**src/rtl/rc_pulse_capture_filter_top_assert.svh**
```systemverilog
// Assertion macros for the RC pulse capture filter.
`ifndef RC_PULSE_CAPTURE_FILTER_TOP_ASSERT_SVH
`define RC_PULSE_CAPTURE_FILTER_TOP_ASSERT_SVH

// Same-cycle implication, sampled on clk_i, off during reset.
`define RCPCF_ASSERT_IMP(lbl, ante, cons) \
  lbl: assert property (@(posedge clk_i) disable iff (!rst_ni) (ante) |-> (cons)) \
    else $error("rc_pulse_capture_filter: assertion failed");

// Next-cycle implication, sampled on clk_i, off during reset.
`define RCPCF_ASSERT_NXT(lbl, ante, cons) \
  lbl: assert property (@(posedge clk_i) disable iff (!rst_ni) (ante) |=> (cons)) \
    else $error("rc_pulse_capture_filter: assertion failed");

`endif

```
**src/rtl/rcpcf_pkg.sv**
```systemverilog
package rcpcf_pkg;

  localparam int COUNT_BITS = 16;
  localparam int FRAC_BITS  = 8;
  localparam int LPF_W      = COUNT_BITS + FRAC_BITS;
  localparam int ALPHA_W    = 16;
  localparam int BASE_W     = 12;
  localparam int SPAN_W     = 12;
  localparam int OFF_W      = SPAN_W + FRAC_BITS;
  localparam int PCT_W      = 7;
  localparam int CFG_W      = 16;
  localparam int CFG_IDX_W  = 3;

  // register indexes
  localparam logic [CFG_IDX_W-1:0] REG_FILTER_ALPHA   = 3'd0;
  localparam logic [CFG_IDX_W-1:0] REG_INTENSITY_BASE = 3'd1;
  localparam logic [CFG_IDX_W-1:0] REG_INTENSITY_SPAN = 3'd2;
  localparam logic [CFG_IDX_W-1:0] REG_ANGLE_BASE     = 3'd3;
  localparam logic [CFG_IDX_W-1:0] REG_ANGLE_SPAN     = 3'd4;

  // reset values
  localparam logic [ALPHA_W-1:0] ALPHA_RST = 16'd6554;
  localparam logic [BASE_W-1:0]  BASE_RST  = 12'd1100;
  localparam logic [SPAN_W-1:0]  SPAN_RST  = 12'd800;

  typedef struct packed {
    logic intensity_level;
    logic angle_level;
  } in_item_t;

  typedef struct packed {
    logic [PCT_W-1:0] intensity_percent;
    logic [OFF_W-1:0] angle_offset;
  } out_item_t;

endpackage

```
**src/rtl/rc_pulse_capture_filter_top.sv**
```systemverilog
// Channel | Valid       | Stall       | Payload
// --------+-------------+-------------+------------------------------------------
// in      | in_valid_i  | in_stall_o  | in_data_i  : intensity_level, angle_level
// out     | out_valid_o | out_stall_i | out_data_o : intensity_percent, angle_offset
// cfg     | cfg_we_i    | (none)      | cfg_idx_i, cfg_data_i
//
// A tick with no falling edge is taken in the idle state only. A tick with an
// angle falling edge only also runs the bit-serial alpha multiply (one alpha
// bit per cycle) and then the filter update. A tick with an intensity falling
// edge runs those, then clamp and scaling, the restoring divide (one quotient
// bit per cycle), and the load of the result, which waits while the output
// register still holds a stalled result.
// rst_ni is asynchronous, active low; counters and filters clear, config
// returns to its reset values.
// A stalled result waits in the output register; the next tick is taken as
// soon as that result has been loaded.
module rc_pulse_capture_filter_top
  import rcpcf_pkg::*;
(
  input  logic                 clk_i,
  input  logic                 rst_ni,
  input  logic                 in_valid_i,
  output logic                 in_stall_o,
  input  in_item_t             in_data_i,
  output logic                 out_valid_o,
  input  logic                 out_stall_i,
  output out_item_t            out_data_o,
  input  logic                 cfg_we_i,
  input  logic [CFG_IDX_W-1:0] cfg_idx_i,
  input  logic [CFG_W-1:0]     cfg_data_i
);

  localparam int NUM_W = OFF_W + PCT_W;   // holds offset * 100 + (span << 8) - 1
  localparam int DSH_W = OFF_W + PCT_W - 1;
  localparam int MUL_STEPS = ALPHA_W;
  localparam int CNT_W = $clog2(MUL_STEPS);

  localparam logic [2:0] ST_IDLE  = 3'd0;
  localparam logic [2:0] ST_MUL   = 3'd1;
  localparam logic [2:0] ST_UPD   = 3'd2;
  localparam logic [2:0] ST_CLAMP = 3'd3;
  localparam logic [2:0] ST_SCALE = 3'd4;
  localparam logic [2:0] ST_DIV   = 3'd5;
  localparam logic [2:0] ST_DONE  = 3'd6;

  localparam logic [CNT_W-1:0] MUL_LAST = CNT_W'(MUL_STEPS - 1);
  localparam logic [CNT_W-1:0] DIV_LAST = CNT_W'(PCT_W - 1);
  localparam logic [COUNT_BITS-1:0] COUNT_MAX = '1;

  // configuration
  logic [ALPHA_W-1:0] alpha_q;
  logic [BASE_W-1:0]  ibase_q, abase_q;
  logic [SPAN_W-1:0]  ispan_q, aspan_q;

  always_ff @(posedge clk_i or negedge rst_ni) begin
    if (!rst_ni) begin
      alpha_q <= ALPHA_RST;
      ibase_q <= BASE_RST;
      ispan_q <= SPAN_RST;
      abase_q <= BASE_RST;
      aspan_q <= SPAN_RST;
    end else if (cfg_we_i) begin
      unique case (cfg_idx_i)
        REG_FILTER_ALPHA:   alpha_q <= cfg_data_i[ALPHA_W-1:0];
        REG_INTENSITY_BASE: ibase_q <= cfg_data_i[BASE_W-1:0];
        REG_INTENSITY_SPAN: ispan_q <= cfg_data_i[SPAN_W-1:0];
        REG_ANGLE_BASE:     abase_q <= cfg_data_i[BASE_W-1:0];
        REG_ANGLE_SPAN:     aspan_q <= cfg_data_i[SPAN_W-1:0];
        default: ;
      endcase
    end
  end

  // control and channel state
  logic [2:0]            state_q, state_d;
  logic [CNT_W-1:0]      cnt_q, cnt_d;
  logic                  iprev_q, iprev_d, aprev_q, aprev_d;
  logic [COUNT_BITS-1:0] icnt_q, icnt_d, acnt_q, acnt_d;
  logic [LPF_W-1:0]      ilpf_q, ilpf_d, alpf_q, alpf_d;
  logic                  ifell_q, ifell_d, afell_q, afell_d;
  logic                  out_valid_q, out_valid_d;

  // datapath
  logic [ALPHA_W-1:0] asr_q, asr_d;
  logic [LPF_W-1:0]   idiff_q, idiff_d, adiff_q, adiff_d;
  logic               ineg_q, ineg_d, aneg_q, aneg_d;
  logic [LPF_W-1:0]   ihi_q, ihi_d, ahi_q, ahi_d;
  logic [ALPHA_W-1:0] ilo_q, ilo_d, alo_q, alo_d;
  logic [OFF_W-1:0]   ioff_q, ioff_d, aoff_q, aoff_d;
  logic [NUM_W-1:0]   rem_q, rem_d;
  logic [DSH_W-1:0]   dsh_q, dsh_d;
  logic [PCT_W-1:0]   quo_q, quo_d;
  out_item_t          out_q, out_d;

  // combinational helpers
  logic             in_acc;
  logic             ifell, afell;
  logic [LPF_W-1:0] ix, ax;
  logic [LPF_W:0]   isum, asum;
  logic [LPF_W-1:0] istep, astep;
  logic [LPF_W-1:0] ib_ext, is_ext, ab_ext, as_ext, id, ad;
  logic [OFF_W-1:0] is_sh, as_sh;
  logic [NUM_W-1:0] off_ext, num;
  logic             ge;
  logic             out_load;

  assign in_acc = in_valid_i && !in_stall_o;
  assign ifell  = !in_data_i.intensity_level && iprev_q;
  assign afell  = !in_data_i.angle_level && aprev_q;
  assign ix     = {icnt_q, {FRAC_BITS{1'b0}}};
  assign ax     = {acnt_q, {FRAC_BITS{1'b0}}};

  // one shift-add step per alpha bit, LSB first
  assign isum  = {1'b0, ihi_q} + (asr_q[0] ? {1'b0, idiff_q} : '0);
  assign asum  = {1'b0, ahi_q} + (asr_q[0] ? {1'b0, adiff_q} : '0);
  // product >> 16, rounded half up
  assign istep = ihi_q + LPF_W'(ilo_q[ALPHA_W-1]);
  assign astep = ahi_q + LPF_W'(alo_q[ALPHA_W-1]);

  assign is_sh  = {ispan_q, {FRAC_BITS{1'b0}}};
  assign as_sh  = {aspan_q, {FRAC_BITS{1'b0}}};
  assign ib_ext = LPF_W'({ibase_q, {FRAC_BITS{1'b0}}});
  assign is_ext = LPF_W'(is_sh);
  assign ab_ext = LPF_W'({abase_q, {FRAC_BITS{1'b0}}});
  assign as_ext = LPF_W'(as_sh);
  assign id     = ilpf_q - ib_ext;
  assign ad     = alpf_q - ab_ext;

  // offset * 100 = offset * (64 + 32 + 4)
  assign off_ext = NUM_W'(ioff_q);
  assign num     = (off_ext << 6) + (off_ext << 5) + (off_ext << 2)
                 + NUM_W'(is_sh) - NUM_W'(1);
  assign ge      = rem_q >= {1'b0, dsh_q};

  assign out_load = (state_q == ST_DONE) && (!out_valid_q || !out_stall_i);

  always_comb begin
    state_d     = state_q;
    cnt_d       = cnt_q;
    iprev_d     = iprev_q;
    aprev_d     = aprev_q;
    icnt_d      = icnt_q;
    acnt_d      = acnt_q;
    ilpf_d      = ilpf_q;
    alpf_d      = alpf_q;
    ifell_d     = ifell_q;
    afell_d     = afell_q;
    out_valid_d = out_valid_q;
    asr_d       = asr_q;
    idiff_d     = idiff_q;
    adiff_d     = adiff_q;
    ineg_d      = ineg_q;
    aneg_d      = aneg_q;
    ihi_d       = ihi_q;
    ahi_d       = ahi_q;
    ilo_d       = ilo_q;
    alo_d       = alo_q;
    ioff_d      = ioff_q;
    aoff_d      = aoff_q;
    rem_d       = rem_q;
    dsh_d       = dsh_q;
    quo_d       = quo_q;
    out_d       = out_q;

    if (out_valid_q && !out_stall_i) begin
      out_valid_d = 1'b0;
    end

    unique case (state_q)
      ST_IDLE: begin
        if (in_acc) begin
          // pulse width tracking
          iprev_d = in_data_i.intensity_level;
          if (in_data_i.intensity_level) begin
            if (!iprev_q) icnt_d = COUNT_BITS'(1);
            else if (icnt_q != COUNT_MAX) icnt_d = icnt_q + COUNT_BITS'(1);
          end else if (iprev_q) begin
            icnt_d = '0;
          end
          aprev_d = in_data_i.angle_level;
          if (in_data_i.angle_level) begin
            if (!aprev_q) acnt_d = COUNT_BITS'(1);
            else if (acnt_q != COUNT_MAX) acnt_d = acnt_q + COUNT_BITS'(1);
          end else if (aprev_q) begin
            acnt_d = '0;
          end
          ifell_d = ifell;
          afell_d = afell;
          ineg_d  = ix < ilpf_q;
          aneg_d  = ax < alpf_q;
          idiff_d = (ix < ilpf_q) ? ilpf_q - ix : ix - ilpf_q;
          adiff_d = (ax < alpf_q) ? alpf_q - ax : ax - alpf_q;
          asr_d   = alpha_q;
          ihi_d   = '0;
          ahi_d   = '0;
          cnt_d   = '0;
          if (ifell || afell) state_d = ST_MUL;
        end
      end
      ST_MUL: begin
        ihi_d = isum[LPF_W:1];
        ilo_d = {isum[0], ilo_q[ALPHA_W-1:1]};
        ahi_d = asum[LPF_W:1];
        alo_d = {asum[0], alo_q[ALPHA_W-1:1]};
        asr_d = asr_q >> 1;
        cnt_d = cnt_q + CNT_W'(1);
        if (cnt_q == MUL_LAST) state_d = ST_UPD;
      end
      ST_UPD: begin
        if (ifell_q) ilpf_d = ineg_q ? ilpf_q - istep : ilpf_q + istep;
        if (afell_q) alpf_d = aneg_q ? alpf_q - astep : alpf_q + astep;
        state_d = ifell_q ? ST_CLAMP : ST_IDLE;
      end
      ST_CLAMP: begin
        if (ilpf_q <= ib_ext) ioff_d = '0;
        else if (id > is_ext) ioff_d = is_sh;
        else ioff_d = id[OFF_W-1:0];
        if (alpf_q <= ab_ext) aoff_d = '0;
        else if (ad > as_ext) aoff_d = as_sh;
        else aoff_d = ad[OFF_W-1:0];
        state_d = ST_SCALE;
      end
      ST_SCALE: begin
        rem_d   = num;
        dsh_d   = {is_sh, {(PCT_W-1){1'b0}}};
        quo_d   = '0;
        cnt_d   = '0;
        state_d = ST_DIV;
      end
      ST_DIV: begin
        // restoring divide, one quotient bit per cycle
        if (ge) rem_d = rem_q - {1'b0, dsh_q};
        quo_d = {quo_q[PCT_W-2:0], ge};
        dsh_d = dsh_q >> 1;
        cnt_d = cnt_q + CNT_W'(1);
        if (cnt_q == DIV_LAST) state_d = ST_DONE;
      end
      ST_DONE: begin
        if (out_load) begin
          out_d.intensity_percent = (ispan_q == '0) ? '0 : quo_q;
          out_d.angle_offset      = aoff_q;
          out_valid_d             = 1'b1;
          state_d                 = ST_IDLE;
        end
      end
      default: state_d = ST_IDLE;
    endcase
  end

  always_ff @(posedge clk_i or negedge rst_ni) begin
    if (!rst_ni) begin
      state_q     <= ST_IDLE;
      cnt_q       <= '0;
      iprev_q     <= 1'b0;
      aprev_q     <= 1'b0;
      icnt_q      <= '0;
      acnt_q      <= '0;
      ilpf_q      <= '0;
      alpf_q      <= '0;
      ifell_q     <= 1'b0;
      afell_q     <= 1'b0;
      out_valid_q <= 1'b0;
    end else begin
      state_q     <= state_d;
      cnt_q       <= cnt_d;
      iprev_q     <= iprev_d;
      aprev_q     <= aprev_d;
      icnt_q      <= icnt_d;
      acnt_q      <= acnt_d;
      ilpf_q      <= ilpf_d;
      alpf_q      <= alpf_d;
      ifell_q     <= ifell_d;
      afell_q     <= afell_d;
      out_valid_q <= out_valid_d;
    end
  end

  always_ff @(posedge clk_i) begin
    asr_q   <= asr_d;
    idiff_q <= idiff_d;
    adiff_q <= adiff_d;
    ineg_q  <= ineg_d;
    aneg_q  <= aneg_d;
    ihi_q   <= ihi_d;
    ahi_q   <= ahi_d;
    ilo_q   <= ilo_d;
    alo_q   <= alo_d;
    ioff_q  <= ioff_d;
    aoff_q  <= aoff_d;
    rem_q   <= rem_d;
    dsh_q   <= dsh_d;
    quo_q   <= quo_d;
    out_q   <= out_d;
  end

  assign in_stall_o  = (state_q != ST_IDLE);
  assign out_valid_o = out_valid_q;
  assign out_data_o  = out_q;

  `include "rc_pulse_capture_filter_top_assert.svh"

  // partial product never exceeds the multiplicand
  `RCPCF_ASSERT_IMP(a_mul_bound, state_q == ST_MUL, ihi_q <= idiff_q && ahi_q <= adiff_q)
  // divider runs exactly one step per quotient bit
  `RCPCF_ASSERT_IMP(a_div_count, state_q == ST_DIV, cnt_q <= DIV_LAST)
  // a new result only appears out of the final state
  `RCPCF_ASSERT_NXT(a_out_src, !out_valid_o && state_q != ST_DONE, !out_valid_o)

endmodule

```
**config.mk**
```make
export PLATFORM = sky130hd
export DESIGN_NAME = rc_pulse_capture_filter_top
export DESIGN_NICKNAME = d
export VERILOG_FILES = /design/src/rtl/rcpcf_pkg.sv /design/src/rtl/rc_pulse_capture_filter_top.sv
export VERILOG_INCLUDE_DIRS = /design/src /design/src/rtl
export SDC_FILE = /design/constraint.sdc
export NUM_CORES = 1
export LEC_CHECK = 0
export BUFFER_PORTS_ARGS = -buffer_cell sky130_fd_sc_hd__buf_2
export CORE_MARGIN = 4
export CORE_UTILIZATION = 40
export CTS_CLUSTER_SIZE = 25
export DETAILED_ROUTE_END_ITERATION = 12
export GPL_TIMING_DRIVEN = 0
export SLEW_MARGIN = 20
export SYNTH_ARGS = -nofsm -noshare
export SYNTH_HDL_FRONTEND = slang
export SYNTH_SLANG_ARGS = --single-unit
```
**constraint.sdc**
```tcl
create_clock -name clk_i -period 6.12 [get_ports clk_i]
set_input_delay 0.918 -clock clk_i [delete_from_list [all_inputs] [get_ports clk_i]]
set_output_delay 0.918 -clock clk_i [all_outputs]
set_load 0.01 [all_outputs]
```
# == Word level (Yosys, flattened, before mapping) ==
# Index checks and enable logic that the tools add are counted.
# word_totals
ff_bits,429
latchBits,0
ram_bits,0
romBits,0
input_bits,26
out_inout_bits,29
elab_cells,161
mem_count,0
# op_classes
addsub,22
n_mul,0
n_div,0
n_lt_le_gt_ge,7
n_eq_ne,22
shift,0
mux,37
bitwise_logic,0
reduce_logical,39
# ops
op,count
24-bit 2-to-1 mux,7
16-bit 2-to-1 mux,9
24-bit subtractor,6
24-bit case mux with 2 select lines,2
27-bit case mux with 2 select lines,1
26-bit case mux with 2 select lines,1
24-bit by 24-bit adder with 25-bit output,2
24-bit by 1-bit adder with 24-bit output,2
24-bit adder,2
24-bit by 20-bit greater-than comparator with 1-bit output,2
24-bit by 20-bit less-or-equal comparator with 1-bit output,2
24-bit < comparator,2
24-bit by 20-bit subtractor with 24-bit output,2
20-bit 2-to-1 mux,2
"16-bit by 1-bit adder with 16-bit output, second input constant",2
"16-bit != test, second input constant",2
16-bit case mux with 2 select lines,1
26-bit by 25-bit adder with 27-bit output,1
27-bit by 20-bit adder with 27-bit output,1
27-bit by 22-bit adder with 27-bit output,1
27-bit by 26-bit greater-or-equal comparator with 1-bit output,1
27-bit 2-to-1 mux,1
"27-bit by 1-bit subtractor with 27-bit output, second input constant",1
27-bit by 26-bit subtractor with 27-bit output,1
26 further kinds,73

# == Longest topological paths before layout ==
# Gate-level depths: netlist of run 1.
# logic_depth
ltp_word,6
mapped_depth,22
mapped_depth_nobuf,21

# == Worst setup path before layout of run 1 ==
# No wires, ideal clock.
# synth_timing
path_kind,register -> register
from,register ahi_q[0]
to,register alpf_q[23]
setup_time_ns,0.123
arrival_time_ns,4.598
required_ns,5.997
path_slack_ns,1.399
path_stages_with_launch,21
n_path_buf,1
period_less_slack_ns,4.721
cell_sequence,edfxtp_1 ha_1 clkbuf_1 and3_1 or3_1 a311oi_1 nor2b_1 mux2_2 o21ai_0 xnor2_1 ha_1 a21oi_1 o21ai_0 a21oi_1 o41ai_1 a311o_1 o221a_2 o31a_1 xnor2_1 nor2_1 xnor2_1
# synth_via
elab_chain_cells,3
word_cells_on_any_way,4
classes_between,add/sub: 3; mux: 1
# synth_rtl
item,line,source
"start, declared",rc_pulse_capture_filter_top.sv:87,"logic [LPF_W-1:0] ihi_q, ihi_d, ahi_q, ahi_d;"
"start signal, assigned",rc_pulse_capture_filter_top.sv:285,ahi_q <= ahi_d;
24-bit by 1-bit adder with 24-bit output (*),rc_pulse_capture_filter_top.sv:118,assign astep = ahi_q + LPF_W'(alo_q[ALPHA_W-1]);
24-bit adder or 24-bit subtractor (tied branches),rc_pulse_capture_filter_top.sv:211,if (afell_q) alpf_d = aneg_q ? alpf_q - astep : alpf_q + astep;
24-bit 2-to-1 mux (*),rc_pulse_capture_filter_top.sv:211,
"end signal, assigned",rc_pulse_capture_filter_top.sv:271,alpf_q <= alpf_d;
"end, declared",rc_pulse_capture_filter_top.sv:79,"logic [LPF_W-1:0] ilpf_q, ilpf_d, alpf_q, alpf_d;"
# Mark *: on every way between the ends. The rest lies on a longest branch, timed or not.
# A chain may end at the register's enable or synchronous reset.

# == Worst setup path in the final report of run 1 ==
# Ends and elaborated chain as after synthesis.

==> flow_summary.json, run 1 <==
{
  "status": "complete, no violations",
  "cts_inserted_buffers": 48,
  "yosys_warnings": 0,
  "drc": 0,
  "hold_buffers": 0,
  "synth_cell_types": 88,
  "cp-end-kind": "register",
  "cts_num_sinks": 399,
  "synth_edf_count": 243,
  "cp_cell_sequence": "ha_1, clkbuf_1, and3_1, or3_1, a311oi_1, nor2b_1, mux2_2, o21ai_0, xnor2_1, ha_1, a21oi_1, o21ai_0, a21oi_1, o41ai_1, a311o_1, o221a_2, o31a_1, xnor2_1, nor2_1, xnor2_1",
  "power_frac_seq_pct": 24.8,
  "grt.overflow.total": 0,
  "setup_viol": 0,
  "syn_avg_cell_area_um2": 9.14,
  "critPathLaunchType": "register",
  "r2r_slack_ps": 470,
  "synth_most_common_cell": "nand2_1",
  "gp_congestion": 0.906,
  "die_w_um": 285,
  "wl_um": 80300,
  "cts_setup_buffers": 0,
  "cts_tree": "done",
  "crit_required_ps": 6620,
  "async_flop_share_pct": 39.1,
  "ys_seq_elements": 399,
  "fin_worst_skew_ps": 29.1,
  "fin_crit_sh_pct": 92.4,
  "die_y_um": 285,
  "postSynthCellCount": 3360,
  "switching_share_pct": 45.4,
  "vias": 24300,
  "numPortBuffers": 53,
  "io_pins": 55,
  "vias_per_cell": 5.35,
  "rsz0062_at_grt": "false",
  "grt_max_degree": 93,
  "clk_latency_ps": 600,
  "maxSlewViolCount": 0,
  "drtIter0Drc": 1547,
  "path_buf_inv": 1,
  "fin_nets": 3832,
  "area_growth_pct": 11.1,
  "worst_slew_pin_slew_ps": 927,
  "routedWlPerCell_um": 17.7,
  "antenna_found_initial": 4,
  "ys_seq_area_share_pct": 36.6,
  "powerDensity_nw_per_um2": 605,
  "yosysTopAreaCell": "edfxtp_1",
  "cts_resized": 0,
  "grt_pass1_vias": 23300,
  "critPathTopFamily": "compound AO/OA/AOI/OAI gates",
  "drive_above_1_share_pct": 7.44,
  "ant_nets": 0,
  "fmax_mhz": 177,
  "slowest_stage": "a311oi_1",
  "syn_area_um2": 30700,
  "power_switching_uw": 9370,
  "final_core_util_pct": 44.8,
  "rows": 101,
  "clk_path_buf_depth": 3,
  "synth_top_area_share_pct": 23.8,
  "comb_power_share_pct": 60.7,
  "synthFlopType": "edfxtp_1",
  "arrival_ps": 6160,
  "firstDrtPassIters": 5,
  "hold_class": "input pin to async pin",
  "netlist_top_cells_area": "edfxtp_1 24%, ha_1 12%, dfrtp_1 11%",
  "clockPowerShare_pct": 14.5,
  "period_needed_ps": 5650,
  "cellLeakagePower_uw": 0.0148,
  "start_util_pct": 40.4,
  "setup-tns-final_ps": 0,
  "cap_violations": 0,
  "crit_type": "register to register",
  "syn_nets": 3723,
  "cts-htree-levels": 2,
  "maxSlewHeadroom_pct": 38.1,
  "cp_slowest_stage_delay_ps": 640,
  "crit_top_cell": "xnor2_1",
  "hold_viol_final": 0,
  "core_area_um2": 76100,
  "crit_fanout": 9,
  "intPower_uw": 11300,
  "track_usage_pct": 19.4,
  "grt_pass1_wl_um": 128000,
  "dieArea_um2": 81300,
  "clkTransAtPathRegs_ps": 60,
  "antenna_cells": 0,
  "yosys-top-cells-count": "341 x nand2_1, 298 x ha_1, 283 x inv_1",
  "hpwl_um": 61700,
  "clock-root-buffer": "clkbuf_16",
  "ir_drop_mv": 0.255
}
[kinds of logic after synthesis]
| family | Yosys count | share of synthesized area [%] |
|---|---|---|
| DFF | 399 | 36.6 |
| AOI/OAI and AO/OA | 787 | 16.1 |
| xor gates and xnor gates | 255 | 7.30 |
| muxes | 93 | 3.20 |
| adders and majority gates | 337 | 14.7 |
| and+or+nand+nor | 1099 | 17.3 |
| buffers and inverters | 390 | 4.89 |
[worst paths after layout]
kind,from,end,cells after the start
max,ahi_q[0],alpf_q[23],20
min,rst_ni,alpf_q[3],1
max reg2reg,ahi_q[0],alpf_q[23],20
min reg2reg,aoff_q[9],out_data_o[9],0
max in group asynchronous,rst_ni,alpha_q[4],2
min in group clk_i,aoff_q[9],out_data_o[9],0
[flip-flops by register name, summed over array words and instances, names as in the netlist, 24 cells and up]
name,cells
adiff_q,24
idiff_q,24
alpf_q,24
out_data_o,27
ihi_q,24
rem_q,27
ahi_q,24
ilpf_q,24
dsh_q,26
[stage by stage]
| stage | power, uW | cell area [um^2] | hold WS, ps | setup slack, ps | cells |
|---|---|---|---|---|---|
| 3_5_place_dp | 17600 | 32400 | 405 | 598 | 4449 |
| 6_report | 20600 | 34100 | 254 | 468 | 4539 |
| 5_1_grt | 22500 | 34100 | 278 | 224 | 4539 |
| 3_3_place_gp | 17400 | 32300 | 403 | 258 | 4443 |
| 4_1_cts | 20700 | 34100 | 262 | 564 | 4539 |
| 2_1_floorplan | 14500 | 30700 | 400 | 1400 | 3360 |
[layer usage]
| metal | wire length [um] | global-route usage, % |
|---|---|---|
| met1 | 37300 | 26.3 |
| met5 | 0 | 0 |
| met2 | 36900 | 32.1 |
| met3 | 3230 | 2.32 |
| met4 | 2870 | 6.65 |
[power groups by stage]
| stage | logic, uW | clock network (uW) | registers (uW) |
|---|---|---|---|
| 2_1_floorplan | 9670 | 0 | 4800 |
| 6_report | 12500 | 3000 | 5110 |
| 4_1_cts | 12500 | 3070 | 5110 |
| 3_5_place_dp | 12400 | 0 | 5150 |
| 3_3_place_gp | 12200 | 0 | 5190 |
| 5_1_grt | 14100 | 3190 | 5200 |
[layout by cell type, fill, tap and decap left out, types with 12 or more instances in the layout]
master and n:
a211oi_1 16, a21boi_0 14, a21o_1 91, a21oi_1 175, a31oi_1 28, and2_1 73, and3_1 42, buf_1 12
buf_2 62, clkbuf_1 83, clkbuf_16 50, dfrtp_1 135, dfstp_2 21, edfxtp_1 243, fa_1 39, ha_1 298
inv_1 282, mux2_2 41, mux2i_1 52, nand2_1 340, nand2b_1 26, nand3_1 82, nand4_1 33, nor2_1 258
nor2b_1 43, nor3_1 88, nor4_1 16, o211ai_1 12, o21a_1 37, o21ai_0 259, o21bai_1 19, o31ai_1 22
or2_2 16, or3_1 28, xnor2_1 149, xor2_1 105
[final cells by class]
class / count / area, um^2
fill: 7377 / 42000
multi-input combinational: 2571 / 18000
sequential: 399 / 11200
clock buffer: 59 / 1320
tap: 1030 / 1290
inverter: 284 / 1070
buffer: 106 / 435
timing repair buffer: 59 / 405
clock inverter: 31 / 343
Power figures use the tool's default switching activity.
==> inputs of run 2 (changes only) <==
Settings changed: RECOVER_POWER set to 25.
==> flow_summary.json, run 2 (synthesized netlist as in run 1, its figures left out) <==
{
  "status": "finished with violations",
  "violations": "max-capacitance violations, max-slew violations",
  "critPathLaunchType": "register",
  "cts_resized": 0,
  "cts-htree-levels": 2,
  "antenna_found_initial": 4,
  "cellLeakagePower_uw": 0.0148,
  "die_y_um": 285,
  "crit_fanout": 9,
  "ant_nets": 0,
  "area_growth_pct": 11.0,
  "maxSlewHeadroom_pct": -161,
  "cts_setup_buffers": 0,
  "firstDrtPassIters": 5,
  "drtIter0Drc": 1484,
  "hold_start": "aoff_q[9]",
  "cts_num_sinks": 399,
  "rows": 101,
  "cap_violations": 2,
  "crit_type": "register to register",
  "cts_inserted_buffers": 48,
  "holdPathStages": 0,
  "worst_r2r_endpoint": "alpf_q[23]",
  "r2r_cells": 20,
  "fin_crit_sh_pct": 91.9,
  "numPortBuffers": 53,
  "grt_pass1_wl_um": 128000,
  "drc": 0,
  "grt_pass1_vias": 23300,
  "post_dp_cell_area_um2": 32400,
  "fin_nets": 3832,
  "multiInputGateArea_um2": 18000,
  "crit_required_ps": 6620,
  "clk_latency_ps": 600,
  "design_area_um2": 34100,
  "vias": 24300,
  "arrival_ps": 6130,
  "ff_latch_area_um2": 11200,
  "io_pins": 55,
  "dieArea_um2": 81300,
  "core_area_um2": 76100,
  "hold_buffers": 0,
  "cp-end-kind": "register",
  "ir_drop_mv": 0.255,
  "routedWlPerCell_um": 17.7,
  "worst_slew_pin_slew_ps": 3910,
  "maxSlewViolCount": 95,
  "n_fill_cell": 7385,
  "drive_above_1_share_pct": 7.30,
  "slowest_stage": "a311oi_1",
  "reg2reg_from": "ahi_q[0]",
  "die_w_um": 285,
  "clkTransAtPathRegs_ps": 60,
  "vias_per_cell": 5.35,
  "min_to": "out_data_o[9]",
  "clk_path_buf_depth": 3,
  "cp_slowest_stage_delay_ps": 620,
  "hold_class": "register to register",
  "r2r_slack_ps": 490,
  "fmax_mhz": 178,
  "cts_tree": "done",
  "setup_viol": 0,
  "grt.overflow.total": 0,
  "rsz0062_at_grt": "false",
  "setup-tns-final_ps": 0,
  "cp_cell_sequence": "ha_1, clkbuf_1, and3_1, or3_1, a311oi_1, nor2b_1, mux2_2, o21ai_0, xnor2_1, ha_1, a21oi_1, o21ai_0, a21oi_1, o41ai_1, a311o_1, o221a_2, o31a_1, xnor2_1, nor2_1, xnor2_1",
  "hold_viol_final": 0,
  "gp_congestion": 0.906,
  "wl_um": 80300,
  "start_util_pct": 40.4,
  "final_cell_mix": "340 x nand2_1, 298 x ha_1, 282 x inv_1, 259 x o21ai_0, 258 x nor2_1",
  "track_usage_pct": 19.4,
  "crit_top_cell": "xnor2_1",
  "grt_max_degree": 93,
  "hpwl_um": 61700,
  "period_needed_ps": 5630,
  "clock-root-buffer": "clkbuf_16",
  "fin_worst_skew_ps": 28.9,
  "powerDensity_nw_per_um2": 605,
  "mostFrequentLayoutCell": "nand2_1"
}
## run 2: changes by cell type in the layout (fill, tap and decap cells not counted)
cell	previous run	this run
clkbuf_1	83	88
and2_0	1	5
and2_1	73	69
buf_2	62	60
buf_12	2	1
buf_8	1	0
clkbuf_2	2	1
diode_2	0	1
## run 2: area by class of cell
type,count,share of cell area [%]
multi-input cells,2571,52.9
flip-flops and latches,399,32.9
clock buffers,59,3.86
well taps,1030,3.78
inverters,284,3.14
plain buffers,106,1.27
repair buffers,59,1.10
clock inverters,31,1.01
diodes,1,0.00734
## run 2: layer usage
metal,GRT usage [%],up-vias,part of all wire (%)
met5,0,-,0
met4,6.65,0,3.5
met3,2.32,129,4.1
met2,32.1,479,46
met1,26.3,11500,46
li1,-,12100,-
## run 2: critical path, delay by kind of cell (launching register included)
kind | cells | cell delay [ps]
xor gates and xnor gates | 3 | 450
muxes | 1 | 340
AOI/OAI and AO/OA | 9 | 2440
buffers and inverters | 1 | 210
DFF | 1 | 440
and+or+nand+nor | 4 | 1130
adders and majority gates | 2 | 520
## run 2: worst max path at each step
| stage | start | end | slack (ps) | depth (start not counted) |
|---|---|---|---|---|
| 2_1_floorplan | ahi_q[0] | alpf_q[23] | 1400 | 20 |
| 3_3_place_gp | state_q[2] | ihi_q[0] | 260 | 6 |
| 3_5_place_dp | ilpf_q[9] | ioff_q[12] | 600 | 19 |
| 4_1_cts | ahi_q[0] | alpf_q[23] | 560 | 20 |
| 5_1_grt | ilpf_q[9] | ioff_q[18] | 220 | 19 |
| 6_report | ahi_q[0] | alpf_q[23] | 490 | 20 |
## run 2: through the flow
step / power [uW] / instances / util [%] / setup WS [ps] / hold WS, ps
global placement: 17400 / 4443 / 42.4 / 258 / 403
global route: 22500 / 4539 / 44.8 / 224 / 430
floorplan: 14500 / 3360 / - / 1400 / 400
finish: 20600 / 4540 / 44.8 / 495 / 418
detailed placement: 17600 / 4449 / 42.6 / 598 / 405
CTS: 20700 / 4539 / 44.8 / 564 / 262
## run 2: report_power, final
group	total, uW	switching (uW)	internal (uW)
Combinational	12500	7300	5210
Clock	3000	1210	1790
Sequential	5120	856	4260
